==> config.mk <==
export PLATFORM = sky130hd
export DESIGN_NAME = gb2312_ascii_glyph_locator_flat
export DESIGN_NICKNAME = d
export VERILOG_FILES = /design/src/sv/gbgl_pkg.sv /design/src/sv/gbgl_if.sv /design/src/sv/gbgl_calc.sv /design/src/sv/gb2312_ascii_glyph_locator.sv /design/src/flat_wrapper.sv
export SDC_FILE = /design/constraint.sdc
export NUM_CORES = 1
export LEC_CHECK = 0
export BUFFER_PORTS_ARGS = -buffer_cell sky130_fd_sc_hd__buf_2
export CAP_MARGIN = 15
export CORE_MARGIN = 1.5
export CORE_UTILIZATION = 33
export DETAILED_ROUTE_END_ITERATION = 10
export PLACE_DENSITY = 0.47
export SYNTH_ARGS = -nofsm -noshare
export SYNTH_HDL_FRONTEND = slang
export SYNTH_HIERARCHICAL = 1
export SYNTH_SLANG_ARGS = --single-unit
==> constraint.sdc <==
create_clock -name clk -period 7.1 [get_ports clk]
set_input_delay 1.065 -clock clk [delete_from_list [all_inputs] [get_ports clk]]
set_output_delay 1.065 -clock clk [all_outputs]
set_load 0.005 [all_outputs]
==> src/sv/gbgl_pkg.sv <==
// ----------------------------------------------------------------------------
// gbgl_pkg: shared types and constants for the GB2312/ASCII glyph locator
// Byte classes, register indexes, item and result records.
// ----------------------------------------------------------------------------
`default_nettype none

package gbgl_pkg;

  // field widths
  localparam int unsigned AddrW = 24;
  localparam int unsigned OffsW = 16;
  localparam int unsigned ColW  = 8;
  localparam int unsigned PageW = 3;
  localparam int unsigned IdxW  = 17;  // glyph index before scaling by 32

  // command codes
  localparam logic CMD_START = 1'b0;
  localparam logic CMD_BYTE  = 1'b1;

  // configuration register indexes
  localparam int unsigned CfgIdxW = 1;
  localparam logic [CfgIdxW-1:0] REG_ASCII_FONT_BASE    = 1'b0;
  localparam logic [CfgIdxW-1:0] REG_HANZI_GLYPH_OFFSET = 1'b1;

  // configuration reset values
  localparam logic [AddrW-1:0] ASCII_BASE_RST   = 24'h03CF80;
  localparam logic [OffsW-1:0] HANZI_OFFSET_RST = 16'd846;

  // byte classes
  localparam logic [7:0] BYTE_END   = 8'h00;
  localparam logic [7:0] LEAD_LOW   = 8'hB0;
  localparam logic [7:0] LEAD_HIGH  = 8'hF7;
  localparam logic [7:0] TRAIL_LOW  = 8'hA1;
  localparam logic [7:0] ASCII_LOW  = 8'h20;
  localparam logic [7:0] ASCII_HIGH = 8'h7E;

  // glyphs per GB2312 row, column steps
  localparam logic [6:0]      ROW_SIZE    = 7'd94;
  localparam logic [ColW-1:0] WIDE_STEP   = 8'd16;
  localparam logic [ColW-1:0] NARROW_STEP = 8'd8;

  typedef struct packed {
    logic             cmd;
    logic [7:0]       byte_value;
    logic [ColW-1:0]  start_column;
    logic [PageW-1:0] start_page;
  } item_t;

  typedef struct packed {
    logic [7:0]       held_lead;
    logic             lead_pending;
    logic [ColW-1:0]  current_column;
    logic [PageW-1:0] current_page;
    logic             line_active;
  } line_state_t;

  typedef struct packed {
    logic [AddrW-1:0] font_address;
    logic             glyph_wide;
    logic [ColW-1:0]  glyph_column;
    logic [PageW-1:0] glyph_page;
  } result_t;

  typedef struct packed {
    logic [AddrW-1:0] ascii_font_base;
    logic [OffsW-1:0] hanzi_glyph_offset;
  } cfg_t;

endpackage

`default_nettype wire

==> src/sv/gbgl_if.sv <==
// ----------------------------------------------------------------------------
// gbgl_if: valid/ready channels of the glyph locator
// Text item channel and glyph request channel.
// ----------------------------------------------------------------------------
`default_nettype none

interface gbgl_in_if
  import gbgl_pkg::*;
  ();
  logic             valid;
  logic             ready;
  logic             cmd;
  logic [7:0]       byte_value;
  logic [ColW-1:0]  start_column;
  logic [PageW-1:0] start_page;

  modport source (output valid, cmd, byte_value, start_column, start_page,
                  input ready);
  modport sink   (input valid, cmd, byte_value, start_column, start_page,
                  output ready);
endinterface

interface gbgl_out_if
  import gbgl_pkg::*;
  ();
  logic             valid;
  logic             ready;
  logic [AddrW-1:0] font_address;
  logic             glyph_wide;
  logic [ColW-1:0]  glyph_column;
  logic [PageW-1:0] glyph_page;

  modport source (output valid, font_address, glyph_wide, glyph_column, glyph_page,
                  input ready);
  modport sink   (input valid, font_address, glyph_wide, glyph_column, glyph_page,
                  output ready);
endinterface

`default_nettype wire

==> src/sv/gbgl_calc.sv <==
// ----------------------------------------------------------------------------
// gbgl_calc: per-byte decode and font address calculation
// Classifies one item against the line state, forms the glyph request and
// the next line state.
// ----------------------------------------------------------------------------
`default_nettype none

module gbgl_calc
  import gbgl_pkg::*;
(
  input  item_t       item,
  input  line_state_t st,
  input  cfg_t        cfg,
  output line_state_t st_next,
  output logic        res_valid,
  output result_t     res
);

  logic [6:0]      row;        // lead - 0xB0
  logic [12:0]     row_base;   // row * 94
  logic [6:0]      trail_ofs;  // trail - 0xA1
  logic [IdxW-1:0] glyph_idx;
  logic [6:0]      ascii_ofs;  // c - 0x20
  logic [AddrW-1:0] wide_addr;
  logic [AddrW-1:0] narrow_addr;
  logic            is_lead;
  logic            is_ascii;
  logic            is_trail;

  // address arithmetic
  always_comb begin
    row         = 7'(st.held_lead - LEAD_LOW);
    row_base    = 13'(row * ROW_SIZE);
    trail_ofs   = 7'(item.byte_value - TRAIL_LOW);
    glyph_idx   = IdxW'(row_base) + IdxW'(trail_ofs) + IdxW'(cfg.hanzi_glyph_offset);
    wide_addr   = {2'b00, glyph_idx, 5'b00000};
    ascii_ofs   = 7'(item.byte_value - ASCII_LOW);
    narrow_addr = cfg.ascii_font_base + {13'd0, ascii_ofs, 4'b0000};
  end

  // byte classes
  assign is_lead  = (item.byte_value >= LEAD_LOW) && (item.byte_value <= LEAD_HIGH);
  assign is_ascii = (item.byte_value >= ASCII_LOW) && (item.byte_value <= ASCII_HIGH);
  assign is_trail = (item.byte_value >= TRAIL_LOW);

  // decode and state update
  always_comb begin
    st_next          = st;
    res_valid        = 1'b0;
    res.font_address = narrow_addr;
    res.glyph_wide   = 1'b0;
    res.glyph_column = st.current_column;
    res.glyph_page   = st.current_page;

    if (item.cmd == CMD_START) begin
      st_next.current_column = item.start_column;
      st_next.current_page   = item.start_page;
      st_next.line_active    = 1'b1;
      st_next.lead_pending   = 1'b0;
      st_next.held_lead      = '0;
    end else if (st.line_active) begin
      if (st.lead_pending) begin
        st_next.lead_pending = 1'b0;
        st_next.held_lead    = '0;
      end
      if (st.lead_pending && is_trail) begin
        // two-byte glyph completes
        res_valid        = 1'b1;
        res.glyph_wide   = 1'b1;
        res.font_address = wide_addr;
      end else if (item.byte_value == BYTE_END) begin
        st_next.line_active = 1'b0;
      end else if (is_lead) begin
        st_next.held_lead    = item.byte_value;
        st_next.lead_pending = 1'b1;
      end else if (is_ascii) begin
        res_valid = 1'b1;
      end
    end

    // column advances past each emitted glyph, wrapping
    if (res_valid) begin
      st_next.current_column = st.current_column + (res.glyph_wide ? WIDE_STEP : NARROW_STEP);
    end
  end

endmodule

`default_nettype wire

==> src/sv/gb2312_ascii_glyph_locator.sv <==
// ----------------------------------------------------------------------------
// gb2312_ascii_glyph_locator: GB2312/ASCII text to font ROM glyph requests
// Input register, one pass of decode logic, result register.
// ----------------------------------------------------------------------------
//  channel    dir  handshake      payload
//  text_in    in   valid/ready    cmd, byte_value, start_column, start_page
//  glyph_out  out  valid/ready    font_address, glyph_wide, glyph_column, glyph_page
//  cfg        in   cfg_wr_en      cfg_index, cfg_data
//
// An item is held in the input register and its request is then captured in the
// result register; one item per cycle while the result register is not stalled.
// Line state updates as the item leaves the input register.
// A stalled result register holds the input register; text_in.ready then drops.
// Synchronous reset clears the line state and loads the register defaults.
// ----------------------------------------------------------------------------
`default_nettype none

module gb2312_ascii_glyph_locator
  import gbgl_pkg::*;
(
  input  wire logic               clk,
  input  wire logic               rst,
  gbgl_in_if.sink                 text_in,
  gbgl_out_if.source              glyph_out,
  input  wire logic               cfg_wr_en,
  input  wire logic [CfgIdxW-1:0] cfg_index,
  input  wire logic [AddrW-1:0]   cfg_data
);

  cfg_t        cfg;
  item_t       item_r;
  logic        item_valid;
  line_state_t st;
  line_state_t st_next;
  logic        res_valid;
  result_t     res;
  result_t     out_r;
  logic        out_valid;
  logic        advance;

  // pipeline control
  assign advance       = !out_valid || glyph_out.ready;
  assign text_in.ready = !item_valid || advance;

  // configuration registers
  always_ff @(posedge clk) begin
    if (rst) begin
      cfg.ascii_font_base    <= ASCII_BASE_RST;
      cfg.hanzi_glyph_offset <= HANZI_OFFSET_RST;
    end else if (cfg_wr_en) begin
      unique case (cfg_index)
        REG_ASCII_FONT_BASE:    cfg.ascii_font_base    <= cfg_data;
        REG_HANZI_GLYPH_OFFSET: cfg.hanzi_glyph_offset <= cfg_data[OffsW-1:0];
        default: ;
      endcase
    end
  end

  // input register
  always_ff @(posedge clk) begin
    if (rst) begin
      item_valid <= 1'b0;
    end else if (text_in.ready) begin
      item_valid <= text_in.valid;
    end
  end

  always_ff @(posedge clk) begin
    if (text_in.ready && text_in.valid) begin
      item_r.cmd          <= text_in.cmd;
      item_r.byte_value   <= text_in.byte_value;
      item_r.start_column <= text_in.start_column;
      item_r.start_page   <= text_in.start_page;
    end
  end

  // decode
  gbgl_calc u_calc (
    .item      (item_r),
    .st        (st),
    .cfg       (cfg),
    .st_next   (st_next),
    .res_valid (res_valid),
    .res       (res)
  );

  // line state
  always_ff @(posedge clk) begin
    if (rst) begin
      st <= '0;
    end else if (item_valid && advance) begin
      st <= st_next;
    end
  end

  // result register
  always_ff @(posedge clk) begin
    if (rst) begin
      out_valid <= 1'b0;
    end else if (advance) begin
      out_valid <= item_valid && res_valid;
    end
  end

  always_ff @(posedge clk) begin
    if (advance && item_valid && res_valid) begin
      out_r <= res;
    end
  end

  assign glyph_out.valid        = out_valid;
  assign glyph_out.font_address = out_r.font_address;
  assign glyph_out.glyph_wide   = out_r.glyph_wide;
  assign glyph_out.glyph_column = out_r.glyph_column;
  assign glyph_out.glyph_page   = out_r.glyph_page;

endmodule

`default_nettype wire
==> src/flat_wrapper.sv <==
// flat-port wrapper written by rule: the top's interface ports become plain ports
module gb2312_ascii_glyph_locator_flat import gbgl_pkg::*;
  (clk, rst, cfg_wr_en, cfg_index, cfg_data, text_in_valid, text_in_cmd, text_in_byte_value, text_in_start_column, text_in_start_page, text_in_ready, glyph_out_valid, glyph_out_font_address, glyph_out_glyph_wide, glyph_out_glyph_column, glyph_out_glyph_page, glyph_out_ready);
  gbgl_in_if text_in_i ();
  gbgl_out_if glyph_out_i ();
  input  wire logic clk;
  input  wire logic rst;
  input  wire logic cfg_wr_en;
  input  wire logic [CfgIdxW-1:0] cfg_index;
  input  wire logic [AddrW-1:0] cfg_data;
  input wire logic [$bits(text_in_i.valid)-1:0] text_in_valid;
  input wire logic [$bits(text_in_i.cmd)-1:0] text_in_cmd;
  input wire logic [$bits(text_in_i.byte_value)-1:0] text_in_byte_value;
  input wire logic [$bits(text_in_i.start_column)-1:0] text_in_start_column;
  input wire logic [$bits(text_in_i.start_page)-1:0] text_in_start_page;
  output wire logic [$bits(text_in_i.ready)-1:0] text_in_ready;
  output wire logic [$bits(glyph_out_i.valid)-1:0] glyph_out_valid;
  output wire logic [$bits(glyph_out_i.font_address)-1:0] glyph_out_font_address;
  output wire logic [$bits(glyph_out_i.glyph_wide)-1:0] glyph_out_glyph_wide;
  output wire logic [$bits(glyph_out_i.glyph_column)-1:0] glyph_out_glyph_column;
  output wire logic [$bits(glyph_out_i.glyph_page)-1:0] glyph_out_glyph_page;
  input wire logic [$bits(glyph_out_i.ready)-1:0] glyph_out_ready;
  assign text_in_i.valid = text_in_valid;
  assign text_in_i.cmd = text_in_cmd;
  assign text_in_i.byte_value = text_in_byte_value;
  assign text_in_i.start_column = text_in_start_column;
  assign text_in_i.start_page = text_in_start_page;
  assign text_in_ready = text_in_i.ready;
  assign glyph_out_valid = glyph_out_i.valid;
  assign glyph_out_font_address = glyph_out_i.font_address;
  assign glyph_out_glyph_wide = glyph_out_i.glyph_wide;
  assign glyph_out_glyph_column = glyph_out_i.glyph_column;
  assign glyph_out_glyph_page = glyph_out_i.glyph_page;
  assign glyph_out_i.ready = glyph_out_ready;
  gb2312_ascii_glyph_locator u_core (.clk(clk), .rst(rst), .text_in(text_in_i), .glyph_out(glyph_out_i), .cfg_wr_en(cfg_wr_en), .cfg_index(cfg_index), .cfg_data(cfg_data));
endmodule
* Word level (Yosys, flattened, before mapping)
Index checks and enable logic that the tools add are counted.
** Storage, ports and cells
- Register bits after elaboration :: 119
- Input bits :: 50
- Output and inout bits :: 38
- Logic and storage cells :: 73
** Operators by class
- Add/subtract/negate cells :: 7
- Multipliers :: 1
- $lt $le $gt $ge :: 5
- Equality and inequality tests :: 2
- Multiplexer cells :: 22
- Bitwise gates (word level) :: 2
- Reduce and logical (&&, ||, !) cells :: 17
** Operators with widths (number)
- $mux 25 :: 3
- $mux 9 :: 6
- $add 24x11->24 :: 1
- $sub 7x6->7 const B :: 3
- $add 14x16->17 :: 1
- $ge 8x8->1 const B :: 2
- $add 13x7->14 :: 1
- $mul 7x6->12 const B :: 1
- $mux 11 :: 1
- $mux 1 :: 10
- $reduce_and 2->1 :: 5
- $add 8x5->8 :: 1
- $ge 8x6->1 const B :: 1
- $le 8x7->1 const B :: 1
- $le 8x8->1 const B :: 1
- $logic_not 8->1 :: 1
- $mux 8 :: 1
- $logic_and 1x1->1 :: 7
- $mux 5 :: 1
- $ne 2x2->1 const B :: 2
- $logic_not 1->1 :: 2
- $logic_or 1x1->1 :: 2
- $not 1->1 :: 2

* Longest topological paths before layout
Gate-level depths: netlist of run 1.
- Depth in word-level cells :: 10
- Gate-level depth with buffers :: 22
- Mapped depth without buffers :: 22

* Modules after synthesis
The synthesis of run 1 kept the hierarchy.
** Modules (own cells, without submodules)
- gb2312_ascii_glyph_locator :: times used 1, cells an instance 337, area each 4191.5 µm²
- gbgl_calc :: times used 1, cells an instance 445, area each 3340.7 µm²

* Least setup slack after synthesis of run 1
OpenSTA, ideal clock, no wires.
- Kind :: register to register
- Start :: register, netlist name u_core/st[16]
- End :: register u_core.out_r (netlist bit u_core/glyph_out.font_address[21]), data pin
- Setup time :: 0.262 ns
- Arrival :: 4.669 ns
- Data required time :: 6.838 ns
- Setup slack :: 2.169 ns
- Stages on the path, launching flop included :: 21
- Cells stage by stage :: dfxtp_1 inv_1 fa_1 inv_1 ha_1 fa_1 fa_1 a21o_1 a21oi_1 nor2b_1 o21ai_0 nand2b_1 xor2_1 ha_1 ha_1 a21oi_1 a21oi_1 o21ai_0 o311ai_0 a31oi_1 a21oi_1
** RTL lines
- end signal: assignment :: RTL line gb2312_ascii_glyph_locator.sv:107 : out_r <= res;
- end: declaration :: RTL line gb2312_ascii_glyph_locator.sv:37 : result_t out_r;

==> results.cfg, run 1 <==
[clock_tree]
htree_levels = 4
postCtsSetupBuffers = 0
clk_pin_slew_ns = 0.06
cts_buffers = 17
root_buffer = clkbuf_16
cts_tree = done
clockBufferDepth = 2
holdBufCountCts = 0
ctsResizeCount = 0
clk_latency_ns = 0.42
cts.sinks = 118

[die]
start_util_pct = 34.0
core_area_sq_mm = 0.0220
dieArea_sq_mm = 0.0236
die_h_microns = 154
ios = 88
std_cell_rows = 54
die_w_microns = 154

[timing]
slew_violations = 0
fin_skew_ns = 0.00899
final-setup-viol-count = 0
worst_slew_pin_slew_ns = 1.04
rsz0062_at_grt = no
max-slew-margin-rel_pct = 30.9
tns_ns = 0
finalHoldViolations = 0
period_share_pct = 76.8
max_clock_freq_ghz = 0.183
period_needed_ns = 5.45

[worst_setup_path]
r2r_end = u_core/glyph_out.font_address[19]
required_ns = 7.26
worstReg2RegStart = u_core/st[17]
reg2reg_depth = 20
cp_top_family = adder cells
path_class = flop to flop
endpoint_kind = flop
path_max_fanout = 7
cp.depth = 20
critPathSlowestCell = fa_1
path_common_cell = ha_1
rrSetupSlack_ns = 1.65
crit_arrival_ns = 5.61
critPathLaunch = u_core/st[17]
start_kind = flop
cp_cell_sequence = ha_1, xnor2_1, ha_1, fa_1, inv_1, fa_1, inv_1, ha_1, nor2b_1, o21ai_0, nand2b_1, xor2_1, ha_1, ha_1, a21oi_1, a21oi_1, o21ai_0, o311ai_0, xnor2_1, mux2i_1
cpPeakStageDelay_ns = 0.52
endpoint = u_core/glyph_out.font_address[19]
critPathBufInv = 2

[final_layout]
multi_input_area_sq_mm = 0.00400
layout-drive-gt1-share_pct = 16.7
antenna_cells = 0
final_core_util_pct = 39.6
ff_latch_area_sq_mm = 0.00292
fin_nets = 974
area_growth_syn_to_layout_pct = 16.6
nFillCells = 2250
fin_area_sq_mm = 0.00873

[place]
gp_congestion = 0.755
portBuffers = 87
placed_cell_area_sq_mm = 0.00803
hpwl_mm = 13.2

[synth]
synth_nets = 905
ys_warn_count = 6
syn_inst = 776
synth.avg_cell_area_sq_um = 9.64
syn_area_sq_mm = 0.00748

[grt]
track_usage_pct = 15.7
antenna_found_initial = 0
grt_pass1_wl_mm = 28.5
grt.overflow.total = 0
grt_pass1_vias = 5205
grt_max_degree = 83

[status]
status = complete, no violations

[job]
drv_cap = 0

[pwr]
p_total_mw = 2.11
irDropWorstVdd_uv = 147
powerDensity_mw_per_mm2 = 242
power.leakage_nw = 3.59

[route]
drt_iter0_drc = 376
postRouteAntennaNets = 0
wl_per_cell_microns = 15.8
drc = 0
num_vias = 5508
avgViaCountPerCell = 4.84
wl_mm = 18.0
first_pass_iters = 4

[hold_path]
hold_class = flop to flop
==> registers in the layout, summed over array words and instances, names as in the netlist <==
register and count:
u_core/glyph_out.font_address 24, u_core/cfg 40, u_core/item_valid 1, u_core/glyph_out.valid 1
u_core/glyph_out.glyph_column 8, u_core/glyph_out.glyph_page 3, u_core/glyph_out.glyph_wide 1, u_core/item_r 20
u_core/st 20
==> cell usage in the layout (no fill, tap or decap), types with 29 or more instances in the layout <==
master and n:
ha_1 58, mux2i_1 29, inv_1 72, xnor2_1 37, edfxtp_1 56, buf_2 87
nand2b_1 44, a21oi_1 58, dfxtp_1 62, nand2_1 112
==> how the worst min path moves through the flow <==
stage                                       end  slack (ns)  depth (start not counted)            from
4_1_cts                          u_core/cfg[16]        0.45                          2  u_core/cfg[16]
2_1_floorplan                    u_core/cfg[16]        0.43                          2  u_core/cfg[16]
6_report       u_core/glyph_out.glyph_column[0]        0.45                          0    u_core/st[4]
5_1_grt        u_core/glyph_out.glyph_column[0]        0.47                          0    u_core/st[4]
3_5_place_dp   u_core/glyph_out.glyph_column[0]        0.44                          0    u_core/st[4]
3_3_place_gp                     u_core/cfg[16]        0.44                          2  u_core/cfg[16]
==> metal layers <==
metal	vias up	global-route usage (%)	routed length [microns]
met2	109	22.9	7890
met3	10	3.44	641
li1	2772	-	-
met5	-	0	0
met1	2617	23.2	9270
met4	0	4.16	174
==> where the power goes <==
group          switching (mW)  internal (mW)  total [mW]
clock                   0.327          0.697        1.02
combinational           0.180          0.135       0.315
sequential             0.0286          0.743       0.772
total                   0.535           1.58        2.11
==> worst reg2reg max path: stages (launching register included) <==
cell and delay, ns:
dfxtp_1 0.39, ha_1 0.24, xnor2_1 0.49, ha_1 0.35, fa_1 0.50, inv_1 0.06, fa_1 0.52, inv_1 0.04
ha_1 0.32, nor2b_1 0.14, o21ai_0 0.22, nand2b_1 0.10, xor2_1 0.15, ha_1 0.27, ha_1 0.35, a21oi_1 0.24
a21oi_1 0.11, o21ai_0 0.16, o311ai_0 0.22, xnor2_1 0.21, mux2i_1 0.08
==> per-stage QoR <==
stage               std cells  worst slack, ns  hold slack [ns]
floorplan                 776             2.17            0.432
global placement         1106             1.81            0.439
detailed placement       1106             1.66            0.440
CTS                      1138             1.64            0.451
global route             1138             1.18            0.468
finish                   1138             1.65            0.449
==> final cells by class <==
| cell class | instances | area share [%] |
|---|---|---|
| tap | 280 | 4.01 |
| multi-input combinational | 543 | 45.9 |
| timing repair buffer | 93 | 5.51 |
| clock inverter | 15 | 3.15 |
| clock buffer | 17 | 4.88 |
| sequential | 118 | 33.5 |
| inverter | 72 | 3.10 |
Note: power is estimated with default switching activity, not from simulation.
==> run 2: changes to the inputs <==
clock period = 5.3 ns   (was 7.1 ns; I/O delays follow)
==> run 2 against run 1 <==
Against the previous run:
- clock skew fell by 0.0026 ns
- setup slack worse by 1.3 ns
- fmax rose by 11%
- critical endpoint unchanged
- first-iteration DRC count decreased by 23%
- design area up 0.27%
- die area did not move
- via count up 1.1%
- register-to-register slack got worse by 1.3 ns
- core utilization up 0.11 points
- non-clock buffer count rose by 9
- worst hold slack better by 0.0031 ns
==> results.cfg, run 2 (synthesis gave the netlist of run 1 again) <==
[grt]
grt_pass1_vias = 5246
grt.overflow.total = 0
use_met3_pct = 4.14
grt_max_degree = 83
met1_usage_pct = 22.1
top_usage_layer = met2
grt_pass1_wl_mm = 28.3
track_usage_pct = 15.6
use_met2_pct = 23.0
antenna_found_initial = 0

[timing]
rsz0062_at_grt = no
slew_violations = 0
fin_skew_ns = 0.00643
fin_ws_ns = 0.382
finalHoldViolations = 0
period_needed_ns = 4.92
max-slew-margin-rel_pct = 27.2
whs_ns = 0.452
worst_slew_pin_slew_ns = 1.09
period_share_pct = 92.8
final-setup-viol-count = 0
tns_ns = 0
max_clock_freq_ghz = 0.203

[final_layout]
antenna_cells = 0
top_register = u_core/cfg
multi_input_area_sq_mm = 0.00403
layout-drive-gt1-share_pct = 17.6
final_core_util_pct = 39.7
layout_common_cells = 112 x nand2_1, 87 x buf_2, 72 x inv_1
fin_nets = 983
final_common_cell = nand2_1
area_growth_syn_to_layout_pct = 17.0
largest_reg_flops = 40
fin_area_sq_mm = 0.00875
stdcell_count = 1147
nFillCells = 2218
ff_latch_area_sq_mm = 0.00292

[route]
postRouteAntennaNets = 0
drt_iter0_drc = 288
drc = 0
first_pass_iters = 5
wl_mm = 17.9
num_vias = 5568
avgViaCountPerCell = 4.85
wl_per_cell_microns = 15.6

[pwr]
powerDensity_mw_per_mm2 = 309
power.leakage_nw = 3.60
irDropWorstVdd_uv = 206
p_total_mw = 2.71

[place]
dp_worst_setup_slack_ns = 0.101
placed_cell_area_sq_mm = 0.00809
dp_cells = 1115
hpwl_mm = 13.1
gp_congestion = 0.776
portBuffers = 87

[worst_setup_path]
required_ns = 5.45
path_class = flop to flop
crit_arrival_ns = 5.07
path_max_fanout = 4
start_kind = flop
reg2reg_depth = 20
endpoint_kind = flop
rrSetupSlack_ns = 0.38

[die]
start_util_pct = 34.0
std_cell_rows = 54
die_w_microns = 154
ios = 88
core_area_sq_mm = 0.0220
die_h_microns = 154
dieArea_sq_mm = 0.0236

[clock_tree]
cts_tree = done
clockBufferDepth = 2
htree_levels = 4
clk_pin_slew_ns = 0.05
clk_latency_ns = 0.42
root_buffer = clkbuf_16
cts.sinks = 118
cts_buffers = 17

[status]
status = complete, no violations

[job]
drv_cap = 0

[hold_path]
hold_depth = 2
hold_class = flop to flop
==> run 2: changes by cell type in the layout (fill, tap and decap cells not counted), moves of 2 or more <==
cell       before  now
a21oi_1        58   56
a21oi_2         0    2
buf_4           6   15
bufinv_16       7    5
clkbuf_1        0    4
clkinv_2        1    3
clkinv_4        4    0
inv_6           2    0
o21ai_0        18   16
o21ai_1         1    3
==> run 2: worst paths after layout <==
path / start / endpoint
setup / recovery: u_core/st[15] / u_core/glyph_out.font_address[19]
setup reg to reg: u_core/st[15] / u_core/glyph_out.font_address[19]
hold reg to reg: u_core/cfg[19] / u_core/cfg[19]
hold / removal: u_core/cfg[19] / u_core/cfg[19]
==> run 2: power by group <==
part | internal [mW] | leakage, nW | switching [mW]
sequential | 0.996 | 1.01 | 0.0366
clock | 0.842 | 0.306 | 0.402
combinational | 0.187 | 2.29 | 0.243
total | 2.02 | 3.60 | 0.681
==> run 2: worst max-delay path, cell delays in order (launching register included) <==
cell and delay, ns:
dfxtp_1 0.32, inv_1 0.10, fa_1 0.54, inv_1 0.04
ha_1 0.29, fa_1 0.54, fa_1 0.48, a21o_1 0.21
a21oi_2 0.17, nor2b_1 0.07, o21ai_1 0.15, nand2b_1 0.09
xor2_1 0.14, ha_1 0.27, ha_1 0.36, a21oi_2 0.18
a21oi_1 0.09, o21ai_0 0.18, o311ai_1 0.17, xnor2_1 0.17
mux2i_1 0.08
==> run 2: layout make-up <==
class | instances | area share, %
sequential | 118 | 33.4
multi-input combinational | 543 | 46.0
tap | 280 | 4.00
timing repair buffer | 102 | 6.26
clock buffer | 22 | 5.19
clock inverter | 10 | 2.02
inverter | 72 | 3.09
==> run 2: repair_timing <==
item,CTS,global route
hold buffers,0,0
gates resized for setup,0,9
setup endpoints to repair,0,6
buffers inserted,0,0
==> run 2: layer usage <==
| layer | vias to the layer above | wire length [microns] |
|---|---|---|
| met5 | - | 0 |
| li1 | 2787 | - |
| met4 | 0 | 233 |
| met2 | 130 | 7780 |
| met1 | 2636 | 8900 |
| met3 | 15 | 990 |
